<file path="src/rtl/ecss_pkg.sv">
`default_nettype none
package ecss_pkg;

  typedef enum logic [2:0] {
    KIND_INTAKE     = 3'd0,
    KIND_EXHAUST    = 3'd1,
    KIND_LONG_TOOTH = 3'd2,
    KIND_EVALUATE   = 3'd3,
    KIND_STOP       = 3'd4,
    KIND_CRANK_OFF  = 3'd5,
    KIND_MID_CHECK  = 3'd6
  } kind_t;

  localparam int unsigned CFG_IDX_W = 3;
  localparam logic [CFG_IDX_W-1:0] REG_MATCH_WINDOW       = 3'd0;
  localparam logic [CFG_IDX_W-1:0] REG_ACCURATE_THRESHOLD = 3'd1;
  localparam logic [CFG_IDX_W-1:0] REG_COARSE_THRESHOLD   = 3'd2;
  localparam logic [CFG_IDX_W-1:0] REG_INTAKE_REFS        = 3'd3;
  localparam logic [CFG_IDX_W-1:0] REG_EXHAUST_REFS       = 3'd4;

  localparam int unsigned REF_COUNT_DEFAULT = 6;
  localparam int unsigned REF_W             = 10;
  localparam int unsigned REFS_PACKED       = 6;
  localparam int unsigned REFS_W            = REF_W * REFS_PACKED;

  localparam int unsigned ANGLE_W  = 16;
  localparam int unsigned IDX_W    = 7;
  localparam int unsigned CNT_W    = 8;
  localparam int unsigned STOPPOS_W = 8;

  localparam logic [ANGLE_W:0]     EDGE_ROUND = 17'd192;
  localparam logic [IDX_W-1:0]     EDGE_CAP   = 7'd120;
  localparam logic [STOPPOS_W-1:0] STOP_CAP   = 8'd240;
  localparam logic [CNT_W-1:0]     CNT_LAST   = 8'd254;
  localparam logic [19:0]          DIV3_RECIP = 20'd683;

  // x / 3 for 10-bit x: (x * 683) >> 11 is exact below 1024
  function automatic logic [9:0] div3(input logic [9:0] x);
    logic [19:0] prod;
    prod = 20'(x) * DIV3_RECIP;
    return {1'b0, prod[19:11]};
  endfunction

endpackage
`default_nettype wire

</file>
<file path="src/rtl/engine_cam_sync_status.sv">
// An input item is first held in the input register; its result then moves into the result
// register, which drives out_valid and the result outputs.
// Throughput: one item per cycle while the result register is empty or out_ready is high;
// a held result with out_ready low stalls the input register, and in_ready follows out_ready.
// Reset: synchronous active-low rst_n clears handshakes, counters, sync and stop state
// and the configuration registers; the configuration port is always ready.
`default_nettype none
module engine_cam_sync_status #(
  parameter int unsigned REF_COUNT = ecss_pkg::REF_COUNT_DEFAULT
) (
  input  wire logic                             clk,
  input  wire logic                             rst_n,

  input  wire logic                             cfg_valid,
  output logic                                  cfg_ready,
  input  wire logic [ecss_pkg::CFG_IDX_W-1:0]   cfg_index,
  input  wire logic [ecss_pkg::REFS_W-1:0]      cfg_data,

  input  wire logic                             in_valid,
  output logic                                  in_ready,
  input  wire logic [2:0]                       in_kind,
  input  wire logic [ecss_pkg::ANGLE_W-1:0]     in_angle_raw,
  input  wire logic                             in_crank_fault,
  input  wire logic                             in_position_ok,
  input  wire logic                             in_inhibit_fault,
  input  wire logic                             in_force_unsync,

  output logic                                  out_valid,
  input  wire logic                             out_ready,
  output logic [ecss_pkg::IDX_W-1:0]            out_edge_angle_index,
  output logic                                  out_edge_matched,
  output logic [ecss_pkg::CNT_W-1:0]            out_intake_match_count,
  output logic [ecss_pkg::CNT_W-1:0]            out_exhaust_match_count,
  output logic                                  out_sync_accurate,
  output logic                                  out_sync_coarse,
  output logic                                  out_accurate_rise,
  output logic                                  out_coarse_rise,
  output logic                                  out_stop_valid,
  output logic                                  out_stop_seen,
  output logic [ecss_pkg::STOPPOS_W-1:0]        out_stop_position
);

  localparam int unsigned RW = ecss_pkg::REF_W;

  // configuration
  logic [7:0]                  match_window_r;
  logic [7:0]                  acc_thr_r;
  logic [7:0]                  crs_thr_r;
  logic [ecss_pkg::REFS_W-1:0] intake_refs_r;
  logic [ecss_pkg::REFS_W-1:0] exhaust_refs_r;

  // input register
  logic                            s1_valid_r;
  ecss_pkg::kind_t                 s1_kind_r;
  logic [ecss_pkg::IDX_W-1:0]      s1_idx_r;
  logic                            s1_crank_fault_r;
  logic                            s1_pos_ok_r;
  logic                            s1_clear_req_r;
  logic [ecss_pkg::STOPPOS_W-1:0]  s1_stop_pos_r;

  // tracker state
  logic [ecss_pkg::CNT_W-1:0]     intake_cnt_r, intake_cnt_nxt;
  logic [ecss_pkg::CNT_W-1:0]     exhaust_cnt_r, exhaust_cnt_nxt;
  logic                           long_tooth_r, long_tooth_nxt;
  logic                           acc_r, acc_nxt;
  logic                           crs_r, crs_nxt;
  logic                           stop_valid_r, stop_valid_nxt;
  logic                           stop_seen_r, stop_seen_nxt;
  logic [ecss_pkg::STOPPOS_W-1:0] stop_pos_r, stop_pos_nxt;

  logic out_valid_r;
  logic advance;

  assign cfg_ready = 1'b1;
  assign out_valid = out_valid_r;
  assign advance   = s1_valid_r && (!out_valid_r || out_ready);
  assign in_ready  = !s1_valid_r || advance;

  // ---- input side: edge rounding and stop position ----
  logic [ecss_pkg::ANGLE_W:0]     round_sum;
  logic [9:0]                     edge_q;
  logic [9:0]                     stop_q;
  logic [ecss_pkg::IDX_W-1:0]     idx_in;
  logic [ecss_pkg::STOPPOS_W-1:0] stop_pos_in;
  logic                           is_edge_in;

  always_comb begin
    round_sum   = {1'b0, in_angle_raw} + ecss_pkg::EDGE_ROUND;
    // /384 = >>7 then /3
    edge_q      = ecss_pkg::div3(round_sum[ecss_pkg::ANGLE_W:7]);
    // /192 = >>6 then /3
    stop_q      = ecss_pkg::div3(in_angle_raw[ecss_pkg::ANGLE_W-1:6]);
    is_edge_in  = (in_kind == ecss_pkg::KIND_INTAKE) || (in_kind == ecss_pkg::KIND_EXHAUST);
    if (!is_edge_in) begin
      idx_in = '0;
    end else if (edge_q > 10'(ecss_pkg::EDGE_CAP)) begin
      idx_in = ecss_pkg::EDGE_CAP;
    end else begin
      idx_in = edge_q[ecss_pkg::IDX_W-1:0];
    end
    if (stop_q > 10'(ecss_pkg::STOP_CAP)) begin
      stop_pos_in = ecss_pkg::STOP_CAP;
    end else begin
      stop_pos_in = stop_q[ecss_pkg::STOPPOS_W-1:0];
    end
  end

  // ---- reference match ----
  logic [ecss_pkg::REFS_W-1:0] refs_sel;
  logic [RW-1:0]               edge_pos;
  logic [RW-1:0]               ref_val [REF_COUNT];
  logic [REF_COUNT-1:0]        ref_hit;
  logic                        s1_is_edge;
  logic                        matched;

  assign s1_is_edge = (s1_kind_r == ecss_pkg::KIND_INTAKE) ||
                      (s1_kind_r == ecss_pkg::KIND_EXHAUST);
  assign refs_sel   = (s1_kind_r == ecss_pkg::KIND_INTAKE) ? intake_refs_r : exhaust_refs_r;
  assign edge_pos   = {1'b0, s1_idx_r, 2'b00} + {2'b00, s1_idx_r, 1'b0};

  for (genvar gi = 0; gi < REF_COUNT; gi++) begin : g_ref
    logic [RW-1:0] diff;
    if (gi < ecss_pkg::REFS_PACKED) begin : g_packed
      assign ref_val[gi] = refs_sel[gi*RW +: RW];
    end else begin : g_zero
      assign ref_val[gi] = '0;
    end
    assign diff        = (edge_pos >= ref_val[gi]) ? edge_pos - ref_val[gi]
                                                   : ref_val[gi] - edge_pos;
    assign ref_hit[gi] = diff < {2'b00, match_window_r};
  end

  assign matched = s1_is_edge && (|ref_hit);

  // ---- state update for the item in the input register ----
  always_comb begin
    intake_cnt_nxt  = intake_cnt_r;
    exhaust_cnt_nxt = exhaust_cnt_r;
    long_tooth_nxt  = long_tooth_r;
    acc_nxt         = acc_r;
    crs_nxt         = crs_r;
    stop_valid_nxt  = stop_valid_r;
    stop_seen_nxt   = stop_seen_r;
    stop_pos_nxt    = stop_pos_r;
    unique case (s1_kind_r)
      ecss_pkg::KIND_INTAKE: begin
        if (matched) begin
          intake_cnt_nxt = (intake_cnt_r == ecss_pkg::CNT_LAST) ? '0 : intake_cnt_r + 1'b1;
        end
      end
      ecss_pkg::KIND_EXHAUST: begin
        if (matched) begin
          exhaust_cnt_nxt = (exhaust_cnt_r == ecss_pkg::CNT_LAST) ? '0 : exhaust_cnt_r + 1'b1;
        end
      end
      ecss_pkg::KIND_LONG_TOOTH: begin
        long_tooth_nxt = 1'b1;
      end
      ecss_pkg::KIND_EVALUATE: begin
        acc_nxt = long_tooth_r || (intake_cnt_r >= acc_thr_r) || (exhaust_cnt_r >= acc_thr_r);
        crs_nxt = acc_nxt || long_tooth_r || stop_valid_r ||
                  (intake_cnt_r >= crs_thr_r) || (exhaust_cnt_r >= crs_thr_r);
      end
      ecss_pkg::KIND_STOP: begin
        stop_valid_nxt = !s1_crank_fault_r && acc_r && s1_pos_ok_r;
        stop_seen_nxt  = 1'b1;
        stop_pos_nxt   = s1_stop_pos_r;
      end
      ecss_pkg::KIND_CRANK_OFF, ecss_pkg::KIND_MID_CHECK: begin
        // mid check clears only on a fault or a force request
        if (s1_kind_r == ecss_pkg::KIND_CRANK_OFF || s1_clear_req_r) begin
          long_tooth_nxt  = 1'b0;
          acc_nxt         = 1'b0;
          crs_nxt         = 1'b0;
          intake_cnt_nxt  = '0;
          exhaust_cnt_nxt = '0;
        end
      end
      default: begin
      end
    endcase
  end

  // ---- registers ----
  always_ff @(posedge clk) begin
    if (!rst_n) begin
      match_window_r <= '0;
      acc_thr_r      <= '0;
      crs_thr_r      <= '0;
      intake_refs_r  <= '0;
      exhaust_refs_r <= '0;
    end else if (cfg_valid && cfg_ready) begin
      unique case (cfg_index)
        ecss_pkg::REG_MATCH_WINDOW:       match_window_r <= cfg_data[7:0];
        ecss_pkg::REG_ACCURATE_THRESHOLD: acc_thr_r      <= cfg_data[7:0];
        ecss_pkg::REG_COARSE_THRESHOLD:   crs_thr_r      <= cfg_data[7:0];
        ecss_pkg::REG_INTAKE_REFS:        intake_refs_r  <= cfg_data;
        ecss_pkg::REG_EXHAUST_REFS:       exhaust_refs_r <= cfg_data;
        default: begin
        end
      endcase
    end
  end

  always_ff @(posedge clk) begin
    if (!rst_n) begin
      s1_valid_r <= 1'b0;
    end else if (in_ready) begin
      s1_valid_r <= in_valid;
    end
  end

  always_ff @(posedge clk) begin
    if (in_valid && in_ready) begin
      s1_kind_r        <= ecss_pkg::kind_t'(in_kind);
      s1_idx_r         <= idx_in;
      s1_crank_fault_r <= in_crank_fault;
      s1_pos_ok_r      <= in_position_ok;
      s1_clear_req_r   <= in_inhibit_fault || in_force_unsync;
      s1_stop_pos_r    <= stop_pos_in;
    end
  end

  always_ff @(posedge clk) begin
    if (!rst_n) begin
      intake_cnt_r  <= '0;
      exhaust_cnt_r <= '0;
      long_tooth_r  <= 1'b0;
      acc_r         <= 1'b0;
      crs_r         <= 1'b0;
      stop_valid_r  <= 1'b0;
      stop_seen_r   <= 1'b0;
      stop_pos_r    <= '0;
      out_valid_r   <= 1'b0;
    end else begin
      if (advance) begin
        intake_cnt_r  <= intake_cnt_nxt;
        exhaust_cnt_r <= exhaust_cnt_nxt;
        long_tooth_r  <= long_tooth_nxt;
        acc_r         <= acc_nxt;
        crs_r         <= crs_nxt;
        stop_valid_r  <= stop_valid_nxt;
        stop_seen_r   <= stop_seen_nxt;
        stop_pos_r    <= stop_pos_nxt;
        out_valid_r   <= 1'b1;
      end else if (out_ready) begin
        out_valid_r   <= 1'b0;
      end
    end
  end

  // flags only move on items, so the flag before this item is the previous one
  always_ff @(posedge clk) begin
    if (advance) begin
      out_edge_angle_index    <= s1_idx_r;
      out_edge_matched        <= matched;
      out_intake_match_count  <= intake_cnt_nxt;
      out_exhaust_match_count <= exhaust_cnt_nxt;
      out_sync_accurate       <= acc_nxt;
      out_sync_coarse         <= crs_nxt;
      out_accurate_rise       <= acc_nxt && !acc_r;
      out_coarse_rise         <= crs_nxt && !crs_r;
      out_stop_valid          <= stop_valid_nxt;
      out_stop_seen           <= stop_seen_nxt;
      out_stop_position       <= stop_pos_nxt;
    end
  end

`ifndef SYNTH
  a_cnt_no_255: assert property (@(posedge clk) disable iff (!rst_n)
    (intake_cnt_r != 8'd255) && (exhaust_cnt_r != 8'd255))
    else $error("match count reached 255");

  a_acc_implies_crs: assert property (@(posedge clk) disable iff (!rst_n)
    acc_r |-> crs_r)
    else $error("accurate sync without coarse sync");

  a_rise_has_flag: assert property (@(posedge clk) disable iff (!rst_n)
    (out_valid_r && out_accurate_rise) |-> out_sync_accurate)
    else $error("accurate rise pulse without accurate flag");

  a_stall_blocks_input: assert property (@(posedge clk) disable iff (!rst_n)
    (s1_valid_r && out_valid_r && !out_ready) |-> !in_ready)
    else $error("input taken while both stages are stalled");

  a_state_only_on_advance: assert property (@(posedge clk) disable iff (!rst_n)
    !advance |=> ($stable(intake_cnt_r) && $stable(exhaust_cnt_r) && $stable(acc_r)))
    else $error("tracker state moved without an item");
`endif

endmodule
`default_nettype wire

</file>
<file path="config.mk">
export PLATFORM = sky130hd
export DESIGN_NAME = engine_cam_sync_status
export DESIGN_NICKNAME = d
export VERILOG_FILES = /design/src/rtl/ecss_pkg.sv /design/src/rtl/engine_cam_sync_status.sv
export SDC_FILE = /design/constraint.sdc
export NUM_CORES = 1
export LEC_CHECK = 0
export BUFFER_PORTS_ARGS = -buffer_cell sky130_fd_sc_hd__buf_2
export CAP_MARGIN = 40
export CORE_MARGIN = 2
export CORE_UTILIZATION = 63
export DETAILED_ROUTE_END_ITERATION = 7
export GPL_TIMING_DRIVEN = 0
export HOLD_SLACK_MARGIN = 0.02
export PLACE_DENSITY = 0.86
export SLEW_MARGIN = 20
export SYNTH_ARGS = -nofsm -noshare
export SYNTH_HDL_FRONTEND = slang
export SYNTH_SLANG_ARGS = --single-unit
</file>
<file path="constraint.sdc">
create_clock -name clk -period 8.4 [get_ports clk]
set_input_delay 0.84 -clock clk [delete_from_list [all_inputs] [get_ports clk]]
set_output_delay 0.84 -clock clk [all_outputs]
set_load 0.02 [all_outputs]
</file>
==> reports/qor.yml, run 1 <==
synth-simple-area-share_pct: 16.50
r2r_slack_ns: 0.31
ant_nets: 0
timing.rr.start: "s1_idx_r[0]"
gp_congestion: 1.021
skew_ns: 0.02346
violations: "design-rule violations"
synth-seq-cells: 234
async_flop_share_pct: 0
hold_viol: 0
gr-usage-all-layers_pct: 34.93
synth_largest_area_cell: "ha_1"
synth_compound_area_share_pct: 18.00
status: "complete, but fails checks"
clk_pin_slew_ns: 0.06
fmax_mhz: 123.6
worstPathMaxFanout: 10
yosysMostFrequentCell: "nand2_1"
holdPathEnd: "intake_refs_r[40]"
slew_violations: 0
worstSetupPathType: "flop to flop"
final_nets: 2969
synthTopCellsByArea: "ha_1 (20%), dfxtp_1 (18%), edfxtp_1 (9.0%)"
tightestPinTransition_ns: 0.9615
crit_arrival_ns: 8.37
die-area_sq_um: 32710
grt_max_degree: 34
worstRegToRegCells: 27
critical_path_required_ns: 8.68
drc: 19
hold_path_class: "flop to flop"
place_area_sq_um: 20960
worstSetupEndpointType: "flop"
synth_mux_area_share_pct: 4.088
cts_buffers: 25
holdWs_ns: 0.4538
synth_nets: 2802
synth_commonest_cells: "nand2_1 (424), ha_1 (308), a21oi_1 (269)"
max-cap-violations: 0
start_kind: "flop"
synth-xor-area-share_pct: 3.333
setup_viol: 0
fp.dieH_um: 180.9
syn2layout_area_growth_pct: 11.21
fill_cells: 2367
synthDistinctLibCells: 83
r2r_end: "out_intake_match_count[1]"
wl_um: 58740
slew_headroom_pct: 35.90
clock_latency_ns: 0.55
row_count: 64
drive_gt1_share_pct: 9.123
drt-wirelength-per-cell_um: 20.01
synthFlopType: "dfxtp_1"
dp.final_hpwl_um: 45670
antenna_found_initial: 8
drtIter0Drc: 1860
root_buffer: "clkbuf_16"
core-area_sq_um: 30670
synthAdderAreaFrac_pct: 25.34
clockBufferDepth: 3
hold_start: "intake_refs_r[40]"
grt_pass1_wl_um: 91810
vias_per_cell: 6.208
start_util_pct: 64.26
irDropWorstVdd_mv: 0.2919
cts_tree: "done"
htree_levels: 1
synth_top_family_by_area: "adder cells"
fin_setup_tns_ns: 0
ios: 132
first_pass_iters: 8
final.period_utilization_pct: 96.35
syn_inst: 2346
yosysTopAreaCellShare_pct: 19.55
avgSynthCellArea_sq_um: 8.401
cts_sinks: 234
fin_area_sq_um: 21920
grt_overflow: 0
pre_cts_slack_ns: 0.1129
fin_crit_ns: 8.093
p_leak_nw: 9.894
grt_pass1_vias: 17922
ys_seq_area_share_pct: 26.76
setup_slack_ns: 0.3070
vias: 18220
hold_depth: 2
port_buffers: 123
die_w_um: 180.9
ys.warnings.count: 0
synth_edf_count: 59
syn_area_sq_um: 19710
power_density_nw_per_um2: 388.7
stage by stage:
step	util, %	cells	total power, mW
after CTS	71.15	2921	8.360
after detailed placement	68.35	2875	7.177
after floorplan	-	2346	5.692
after global routing	71.45	2933	9.230
final	71.46	2935	8.519
after global placement	67.89	2865	6.898
layer usage:
layer  routed length (um)  up-vias  track usage [%]
li1                     -     8492                -
met1                22670     8593            43.43
met2                27480      925            58.19
met3                 5764      208            6.914
met4                 2813        2            16.74
met5                   12        -                0
report_power, final:
group | leakage, nW | internal, mW | switching, mW
Sequential | 1.98 | 1.25 | 0.0554
Clock | 0.428 | 0.659 | 0.493
Combinational | 7.48 | 2.38 | 3.68
Total | 9.89 | 4.29 | 4.23
registers in the layout, indices dropped and copies added (netlist names), 3 cells and up:
signal,flops
intake_cnt_r,8
out_edge_angle_index,7
acc_thr_r,8
s1_stop_pos_r,8
out_exhaust_match_count,8
intake_refs_r,60
stop_pos_r,8
crs_thr_r,8
exhaust_refs_r,60
match_window_r,8
exhaust_cnt_r,8
out_stop_position,8
s1_kind_r,3
out_intake_match_count,8
s1_idx_r,7
area by class of cell:
class	instances	area [sq um]	share of cell area (%)
inverter	206	773.2	3.528
clock inverter	17	165.2	0.7536
timing repair buffer	140	789.5	3.602
clock buffer	29	691.9	3.157
tap	396	495.5	2.261
antenna	7	17.52	0.07992
multi-input combinational	1803	13300	60.68
sequential	234	5275	24.07
buffer	103	409.1	1.867
cell families (layout without fill, tap and decap cells):
kind of cell	Yosys count	after routing
buf+inv	309	495
flops	234	234
compound gates	564	564
other cells	1	8
mux	79	79
simple gates	719	719
fa+ha+maj	365	365
xor+xnor	75	75
critical path, stage by stage, from the launching register on:
cell and delay (ns):
edfxtp_1 0.65, ha_1 0.35, fa_1 0.45, a21o_1 0.21, a21oi_1 0.28, xnor2_2 0.30, ha_1 0.38, clkbuf_1 0.27
nand4_1 0.20, a211oi_1 0.34, o211ai_1 0.13, nand2_1 0.14, buf_1 0.50, mux2_2 0.42, xor2_1 0.16, ha_1 0.32
nand2_1 0.07, nor2_1 0.04, a2111oi_0 0.36, o21ai_0 0.18, o211a_1 0.17, nor4_1 0.39, or4_1 0.29, buf_2 0.33
nor2_4 0.09, buf_2 0.26, nor2_1 0.36, o21ai_0 0.19
worst max path at each step:
stage | startpoint | cells after the start | end | slack [ns]
CTS | s1_kind_r[2] | 26 | out_intake_match_count[1] | 0.04
floorplan | s1_idx_r[0] | 27 | out_intake_match_count[3] | 1.61
global route | s1_idx_r[0] | 31 | out_intake_match_count[1] | -0.03
finish | s1_idx_r[0] | 27 | out_intake_match_count[1] | 0.31
detailed placement | s1_kind_r[2] | 26 | out_intake_match_count[1] | 0.11
global placement | s1_idx_r[0] | 27 | out_intake_match_count[5] | -0.33
repair_timing:
action	4_1_cts	5_1_grt
setup endpoints to repair	0	33
hold buffers	0	0
endpoints found under the hold margin	0	0
gates resized for setup	0	13
buffers inserted	0	3
cell usage in the layout (no fill, tap or decap), drive strengths merged, types with 12 or more instances in the layout:
cell type | netlist | layout
a211oi | 18 | 18
a21o | 54 | 54
a21oi | 269 | 269
a31oi | 16 | 16
and3 | 13 | 13
buf | 15 | 150
clkbuf | 88 | 122
clkinv | 1 | 12
dfxtp | 175 | 175
edfxtp | 59 | 59
fa | 57 | 57
ha | 308 | 308
inv | 205 | 208
mux2i | 70 | 70
nand2 | 424 | 424
nand2b | 25 | 25
nand3 | 28 | 28
nand4 | 17 | 17
nor2 | 89 | 89
nor2b | 28 | 28
nor3 | 26 | 26
o211ai | 15 | 15
o21a | 18 | 18
o21ai | 65 | 65
o31ai | 13 | 13
or3 | 13 | 13
xnor2 | 34 | 34
xor2 | 41 | 41
Power figures use the tool's default switching activity.
==> inputs of run 2 (changes only) <==
--- a/config.mk
+++ b/config.mk
@@ -5,14 +5,16 @@
 export SDC_FILE = /design/constraint.sdc
 export NUM_CORES = 1
 export LEC_CHECK = 0
+export ABC_AREA = 1
 export BUFFER_PORTS_ARGS = -buffer_cell sky130_fd_sc_hd__buf_2
 export CAP_MARGIN = 40
 export CORE_MARGIN = 2
-export CORE_UTILIZATION = 63
+export CORE_UTILIZATION = 60
 export DETAILED_ROUTE_END_ITERATION = 7
 export GPL_TIMING_DRIVEN = 0
 export HOLD_SLACK_MARGIN = 0.02
-export PLACE_DENSITY = 0.86
+export PLACE_DENSITY = 0.82
+export SKIP_LAST_GASP = 1
 export SLEW_MARGIN = 20
 export SYNTH_ARGS = -nofsm -noshare
 export SYNTH_HDL_FRONTEND = slang
==> run 2 against run 1 <==
  * The flow now finishes without violations
  * Clock skew increased by 0.0044 ns
  * Core utilization fell by 4.5 points
  * Design area up 2.2%
  * Area after synthesis increased by 3.1%
  * Sequential share of layout area is 0.52 points lower
  * Maximum frequency rose by 11%
  * Routed wire length increased by 2.3%
  * Total power up 17%
  * Setup slack better by 0.79 ns
  * Global-route usage decreased by 1.1 points
  * Register-to-register slack gained 0.79 ns
  * Clock power down 9%
  * Critical path type unchanged
  * Highest routed layer unchanged
==> reports/qor.yml, run 2 <==
status: "finished, final reports clean"
ios: 132  # unchanged
die_w_um: 188.1  # +4.0%
hold_path_class: "flop to flop"
power_density_nw_per_um2: 444.2  # +14%
cpMostUsedCell: "nand2_1"
slew_headroom_pct: 36.93  # +1.0 points
fmax_mhz: 136.9  # +11%
syn_area_sq_um: 20330  # +3.1%
synthDistinctLibCells: 56  # -33%
p_leak_nw: 11.31  # +14%
pre_cts_slack_ns: 1.206  # +1.093 ns
max-cap-violations: 0  # unchanged
grt_pass1_wl_um: 95390  # +3.9%
multi_input_comb_area_sq_um: 12990  # -2.3%
clkPwrFrac_pct: 10.6  # -2.9 points
ys_seq_area_share_pct: 25.95  # -0.82 points
fin_setup_tns_ns: 0  # unchanged
seq_power_share_pct: 13.5  # -1.8 points
cts_resized: 0  # unchanged
ant_nets: 0  # unchanged
gp_congestion: 0.9892  # -3.1%
cts_setup_buffers: 0  # unchanged
critical-path-slowest-cell: "clkbuf_1"
rsz0062_at_grt: "false"
slew_violations: 0  # unchanged
final.period_utilization_pct: 86.96  # -9.4 points
syn_inst: 2785  # +19%
layout_commonest_cell: "nand2_1"
row_count: 67  # +4.7%
worstSetupPathType: "flop to flop"
clk_pin_slew_ns: 0.06  # about the same
cp_slowest_stage_delay_ns: 0.68  # +0.03 ns
netSwitchingPower_mw: 5.293  # +25%
reg.largest.list: "exhaust_refs_r (60), intake_refs_r (60)"
synth-seq-cells: 234  # unchanged
final_cell_mix: "nand2_1 (499), inv_1 (458), ha_1 (308), o21ai_0 (287), nor2_1 (232)"
port_buffers: 123  # unchanged
critical_path_required_ns: 8.71  # +0.03 ns
crit_arrival_ns: 7.61  # -0.76 ns
htree_levels: 1  # unchanged
antenna_found_initial: 6  # -2
start_kind: "flop"
first_pass_iters: 6  # -2
clock_latency_ns: 0.56  # about the same
clockBufferDepth: 3  # unchanged
wl_um: 60100  # +2.3%
fp.dieH_um: 188.1  # +4.0%
synthTopCellsByArea: "ha_1 (19%), dfxtp_1 (17%), nand2_1 (9.2%)"
cts_tree: "done"
worstSetupEndpointType: "flop"
internal_power_mw: 4.657  # +8.6%
hold_viol: 0  # unchanged
p_comb_share_pct: 76.0  # +4.9 points
setup_viol: 0  # unchanged
cts_buffers: 25  # unchanged
fill_cells: 2836  # +20%
avgSynthCellArea_sq_um: 7.299  # -13%
swShare_pct: 53.20  # +3.6 points
grt_overflow: 0  # unchanged
irDropWorstVdd_mv: 0.3018  # +3.4%
drt-wirelength-per-cell_um: 17.63  # -12%
async_flop_share_pct: 0  # unchanged
grt_pass1_vias: 18889  # +5.4%
synthFlopType: "dfxtp_1"
ys.warnings.count: 0  # unchanged
hold_buffers: 0  # unchanged
core-area_sq_um: 33450  # +9.1%
yosysTopAreaCellShare_pct: 18.96  # -0.60 points
cts_sinks: 234  # unchanged
drc: 0  # -19
vias_per_cell: 5.642  # -9.1%
synth_edf_count: 59  # unchanged
regArea_sq_um: 5275  # unchanged
fin_crit_ns: 7.305  # -0.7882 ns
worstPathMaxFanout: 10  # unchanged
dp.final_hpwl_um: 47060  # +3.0%
setup_slack_ns: 1.095  # +0.7882 ns
final_nets: 3397  # +14%
tightestPinTransition_ns: 0.9414  # -0.02009 ns
syn2layout_area_growth_pct: 10.19
synth_nets: 3241  # +16%
yosysMostFrequentCell: "nand2_1"
skew_ns: 0.02785  # +0.004395 ns
synth_commonest_cells: "nand2_1 (499), inv_1 (458), ha_1 (308)"
drive_gt1_share_pct: 8.485  # -0.64 points
grt_max_degree: 26  # -24%
drtIter0Drc: 1548  # -17%
vias: 19239  # +5.6%
synth_largest_area_cell: "ha_1"
start_util_pct: 60.78  # -3.5 points
die-area_sq_um: 35370  # +8.1%
gr-usage-all-layers_pct: 33.81  # -1.1 points
root_buffer: "clkbuf_16"
## run 2: path summary, 6_finish.rpt
check / startpoint / endpoint / slack, ns / cells after the start
worst max-delay path: s1_kind_r[1] / out_exhaust_match_count[7] / 1.10 / 32
worst min-delay path: intake_refs_r[28] / intake_refs_r[28] / 0.44 / 2
worst max register to register: s1_kind_r[1] / out_exhaust_match_count[7] / 1.10 / 32
worst min register to register: intake_refs_r[28] / intake_refs_r[28] / 0.44 / 2
## run 2: cells by family (layout without fill, tap and decap cells)
family	count (synthesis)	in the layout	synth area share, %
adders and majority gates	365	365	24.57
muxes	2	2	0.09848
buffers and inverters	545	718	10.29
xor gates and xnor gates	66	66	2.844
AOI/OAI and AO/OA	596	596	15.80
DFF	234	234	25.95
and+or+nand+nor	976	976	20.43
other	1	5	0.01845
## run 2: area by class of cell
type	instances	area share [%]
Clock buffer	34	3.078
Multi-Input combinational cell	2006	58.00
Tap cell	448	2.503
Sequential cell	234	23.55
Inverter	465	7.792
Antenna cell	4	0.04469
Timing Repair Buffer	129	3.173
Buffer	80	1.547
Clock inverter	10	0.3128
## run 2: routing by layer
layer  GRT usage [%]  vias to the layer above  share of wire, %  wire length [um]
met5               0                        -             0.017                10
met4           19.62                        2               6.5              3885
met3           4.361                      224               8.0              4821
met2           56.32                      811                46             27580
met1           42.14                     8813                40             23800
li1                -                     9389                 -                 -
## run 2: worst max-delay path: cells and delay by family, from the launching register on
| family | cells | cell delay [ns] |
|---|---|---|
| flops | 1 | 0.50 |
| simple gates | 16 | 1.96 |
| buf+inv | 7 | 2.11 |
| xor+xnor | 1 | 0.19 |
| compound gates | 6 | 1.49 |
| fa+ha+maj | 2 | 0.76 |
## run 2: power groups by stage
stage	clock, mW	combinational [mW]	sequential (mW)
global placement	0	7.10	1.37
detailed placement	0	7.41	1.36
floorplan	0	5.55	1.38
CTS	1.05	7.45	1.34
global route	1.09	8.58	1.35
finish	1.05	7.56	1.34
## run 2: stage by stage
step / total power [mW] / util (%) / cells / hold WS, ns / cell area [sq um]
after global routing: 11.01 / 66.97 / 3410 / 0.4571 / 22400
after CTS: 9.835 / 66.86 / 3404 / 0.4420 / 22360
final: 9.951 / 66.97 / 3410 / 0.4408 / 22400
after detailed placement: 8.775 / 64.59 / 3360 / 0.4334 / 21600
after global placement: 8.475 / 64.29 / 3356 / 0.4291 / 21500
after floorplan: 6.930 / - / 2785 / 0.4205 / 20330
==> inputs of run 3 (changes only) <==
--- a/config.mk
+++ b/config.mk
@@ -10,6 +10,7 @@
 export CAP_MARGIN = 40
 export CORE_MARGIN = 2
 export CORE_UTILIZATION = 60
+export CTS_BUF_LIST = sky130_fd_sc_hd__clkbuf_16
 export DETAILED_ROUTE_END_ITERATION = 7
 export GPL_TIMING_DRIVEN = 0
 export HOLD_SLACK_MARGIN = 0.02
==> run 3 against run 2 <==
  * Hold slack better by 0.0017 ns
  * Register-to-register slack about the same
  * Sequential cell count unchanged
  * Clock skew hardly changed
  * Sequential share of layout area hardly changed
  * Clock power shrank 4%
  * Core utilization down 0.090 points
  * Sequential power hardly changed
  * Maximum frequency is essentially flat
  * Routed wire length decreased by 0.12%
  * Global-route usage is essentially flat
  * Highest routed layer unchanged
==> reports/qor.yml, run 3 (synthesized netlist as in run 2, its figures left out) <==
cpMostUsedCell: "nand2_1"
row_count: 67  # unchanged
cts_buffers: 25  # unchanged
vias_per_cell: 5.652  # +0.19%
worstRegToRegCells: 32  # unchanged
cts_resized: 0  # unchanged
final_cell_mix: "nand2_1 (499), inv_1 (464), ha_1 (308), o21ai_0 (287), nor2_1 (232)"
hold_start: "intake_refs_r[28]"
power_density_nw_per_um2: 443.2  # -0.24%
timing.rr.start: "s1_kind_r[1]"
grt_pass1_wl_um: 95340  # about the same
gp_congestion: 0.9892  # unchanged
antenna_found_initial: 6  # unchanged
htree_levels: 1  # unchanged
fmax_mhz: 136.9  # about the same
fin_crit_ns: 7.304  # -0.0006000 ns
start_util_pct: 60.78  # unchanged
first_pass_iters: 6  # unchanged
clockBufferDepth: 3  # unchanged
drive_gt1_share_pct: 8.384  # -0.10 points
drtIter0Drc: 1510  # -2.5%
fp.dieH_um: 188.1  # unchanged
holdWs_ns: 0.4425  # +0.001710 ns
p_leak_nw: 11.32  # about the same
root_buffer: "clkbuf_16"
vias: 19275  # +0.19%
grt_max_degree: 26  # unchanged
start_kind: "flop"
fin_cells: 3410  # unchanged
layout_commonest_cell: "nand2_1"
drc: 0  # unchanged
critical-path-slowest-cell: "clkbuf_1"
worstPathMaxFanout: 10  # unchanged
skew_ns: 0.02766  # -0.0001958 ns
gr-usage-all-layers_pct: 33.81  # about the same
pre_cts_slack_ns: 1.206  # unchanged
cts_tree: "done"
ant_nets: 0  # unchanged
slew_violations: 0  # unchanged
setup_slack_ns: 1.096  # +0.0006000 ns
r2r_end: "out_exhaust_match_count[7]"
critical_path_required_ns: 8.70  # about the same
dp.final_hpwl_um: 47060  # unchanged
worstSetupPathType: "flop to flop"
worstSetupEndpointType: "flop"
grt_pass1_vias: 18879  # -0.053%
wl_um: 60030  # -0.12%
post-route-util_pct: 66.88  # -0.090 points
holdPathEnd: "intake_refs_r[28]"
ios: 132  # unchanged
hold_viol: 0  # unchanged
r2r_slack_ns: 1.10  # about the same
irDropWorstVdd_mv: 0.2997  # -0.70%
drt-wirelength-per-cell_um: 17.60  # -0.12%
setup_viol: 0  # unchanged
grt_overflow: 0  # unchanged
hold_depth: 2  # unchanged
fin_setup_tns_ns: 0  # unchanged
cts_sinks: 234  # unchanged
crit_arrival_ns: 7.60  # about the same
tightestPinTransition_ns: 0.9223  # -0.01912 ns
die_w_um: 188.1  # unchanged
cts_setup_buffers: 0  # unchanged
dp_cells: 3360  # unchanged
hold_buffers: 0  # unchanged
hold_path_class: "flop to flop"
final.period_utilization_pct: 86.96  # about the same
core-area_sq_um: 33450  # unchanged
place_area_sq_um: 21600  # unchanged
port_buffers: 123  # unchanged
clock_latency_ns: 0.55  # about the same
slew_headroom_pct: 38.21  # +1.3 points
power.total_mw: 9.913  # -0.37%
fin_area_sq_um: 22370  # -0.13%
status: "finished, final reports clean"
reg.largest.list: "exhaust_refs_r (60), intake_refs_r (60)"
max-cap-violations: 0  # unchanged
rsz0062_at_grt: "false"
die-area_sq_um: 35370  # unchanged
syn2layout_area_growth_pct: 10.04
clk_pin_slew_ns: 0.06  # about the same
cp_slowest_stage_delay_ns: 0.70  # +0.02 ns
final_nets: 3397  # unchanged
run 3: cell types whose count changed in the layout (fill, tap and decap cells not counted), sizes merged:
cell / change
clkbuf: -9
clkinv: +3
inv: +6
run 3: worst max-delay path by stage:
stage | start | endpoint | slack (ns) | cells past startpoint
global placement | s1_idx_r[0] | out_exhaust_match_count[7] | 0.19 | 36
detailed placement | in_angle_raw[7] | s1_idx_r[5] | 1.21 | 32
global route | s1_kind_r[1] | exhaust_cnt_r[4] | 0.68 | 35
finish | s1_kind_r[1] | out_exhaust_match_count[7] | 1.10 | 32
floorplan | in_angle_raw[7] | s1_idx_r[6] | 2.35 | 31
CTS | s1_kind_r[1] | out_exhaust_match_count[7] | 1.27 | 32
run 3: power breakdown:
part,switching [mW],internal (mW)
clock,0.470,0.541
combinational,4.76,2.80
sequential,0.0586,1.28
run 3: final cells by class:
type	count	area [sq um]
antenna	4	10.01
buffer	80	346.6
clock buffer	25	625.6
clock inverter	19	103.9
fill	2841	11080
inverter	465	1745
multi-input combinational	2006	12990
sequential	234	5275
tap	448	560.5
timing repair buffer	129	710.7
run 3: critical path, delay by kind of cell, from the launching register on:
kind | cells | cell delay (ns)
xor gates and xnor gates | 1 | 0.19
DFF | 1 | 0.50
buffers and inverters | 7 | 2.15
adders and majority gates | 2 | 0.76
AOI/OAI and AO/OA | 6 | 1.47
and+or+nand+nor | 16 | 1.94
run 3: metal layers:
metal	vias up	wire (um)	global-route usage, %
li1	9403	-	-
met1	8866	24080	42.04
met2	783	27460	56.37
met3	221	4525	4.417
met4	2	3950	19.69
met5	-	10	0
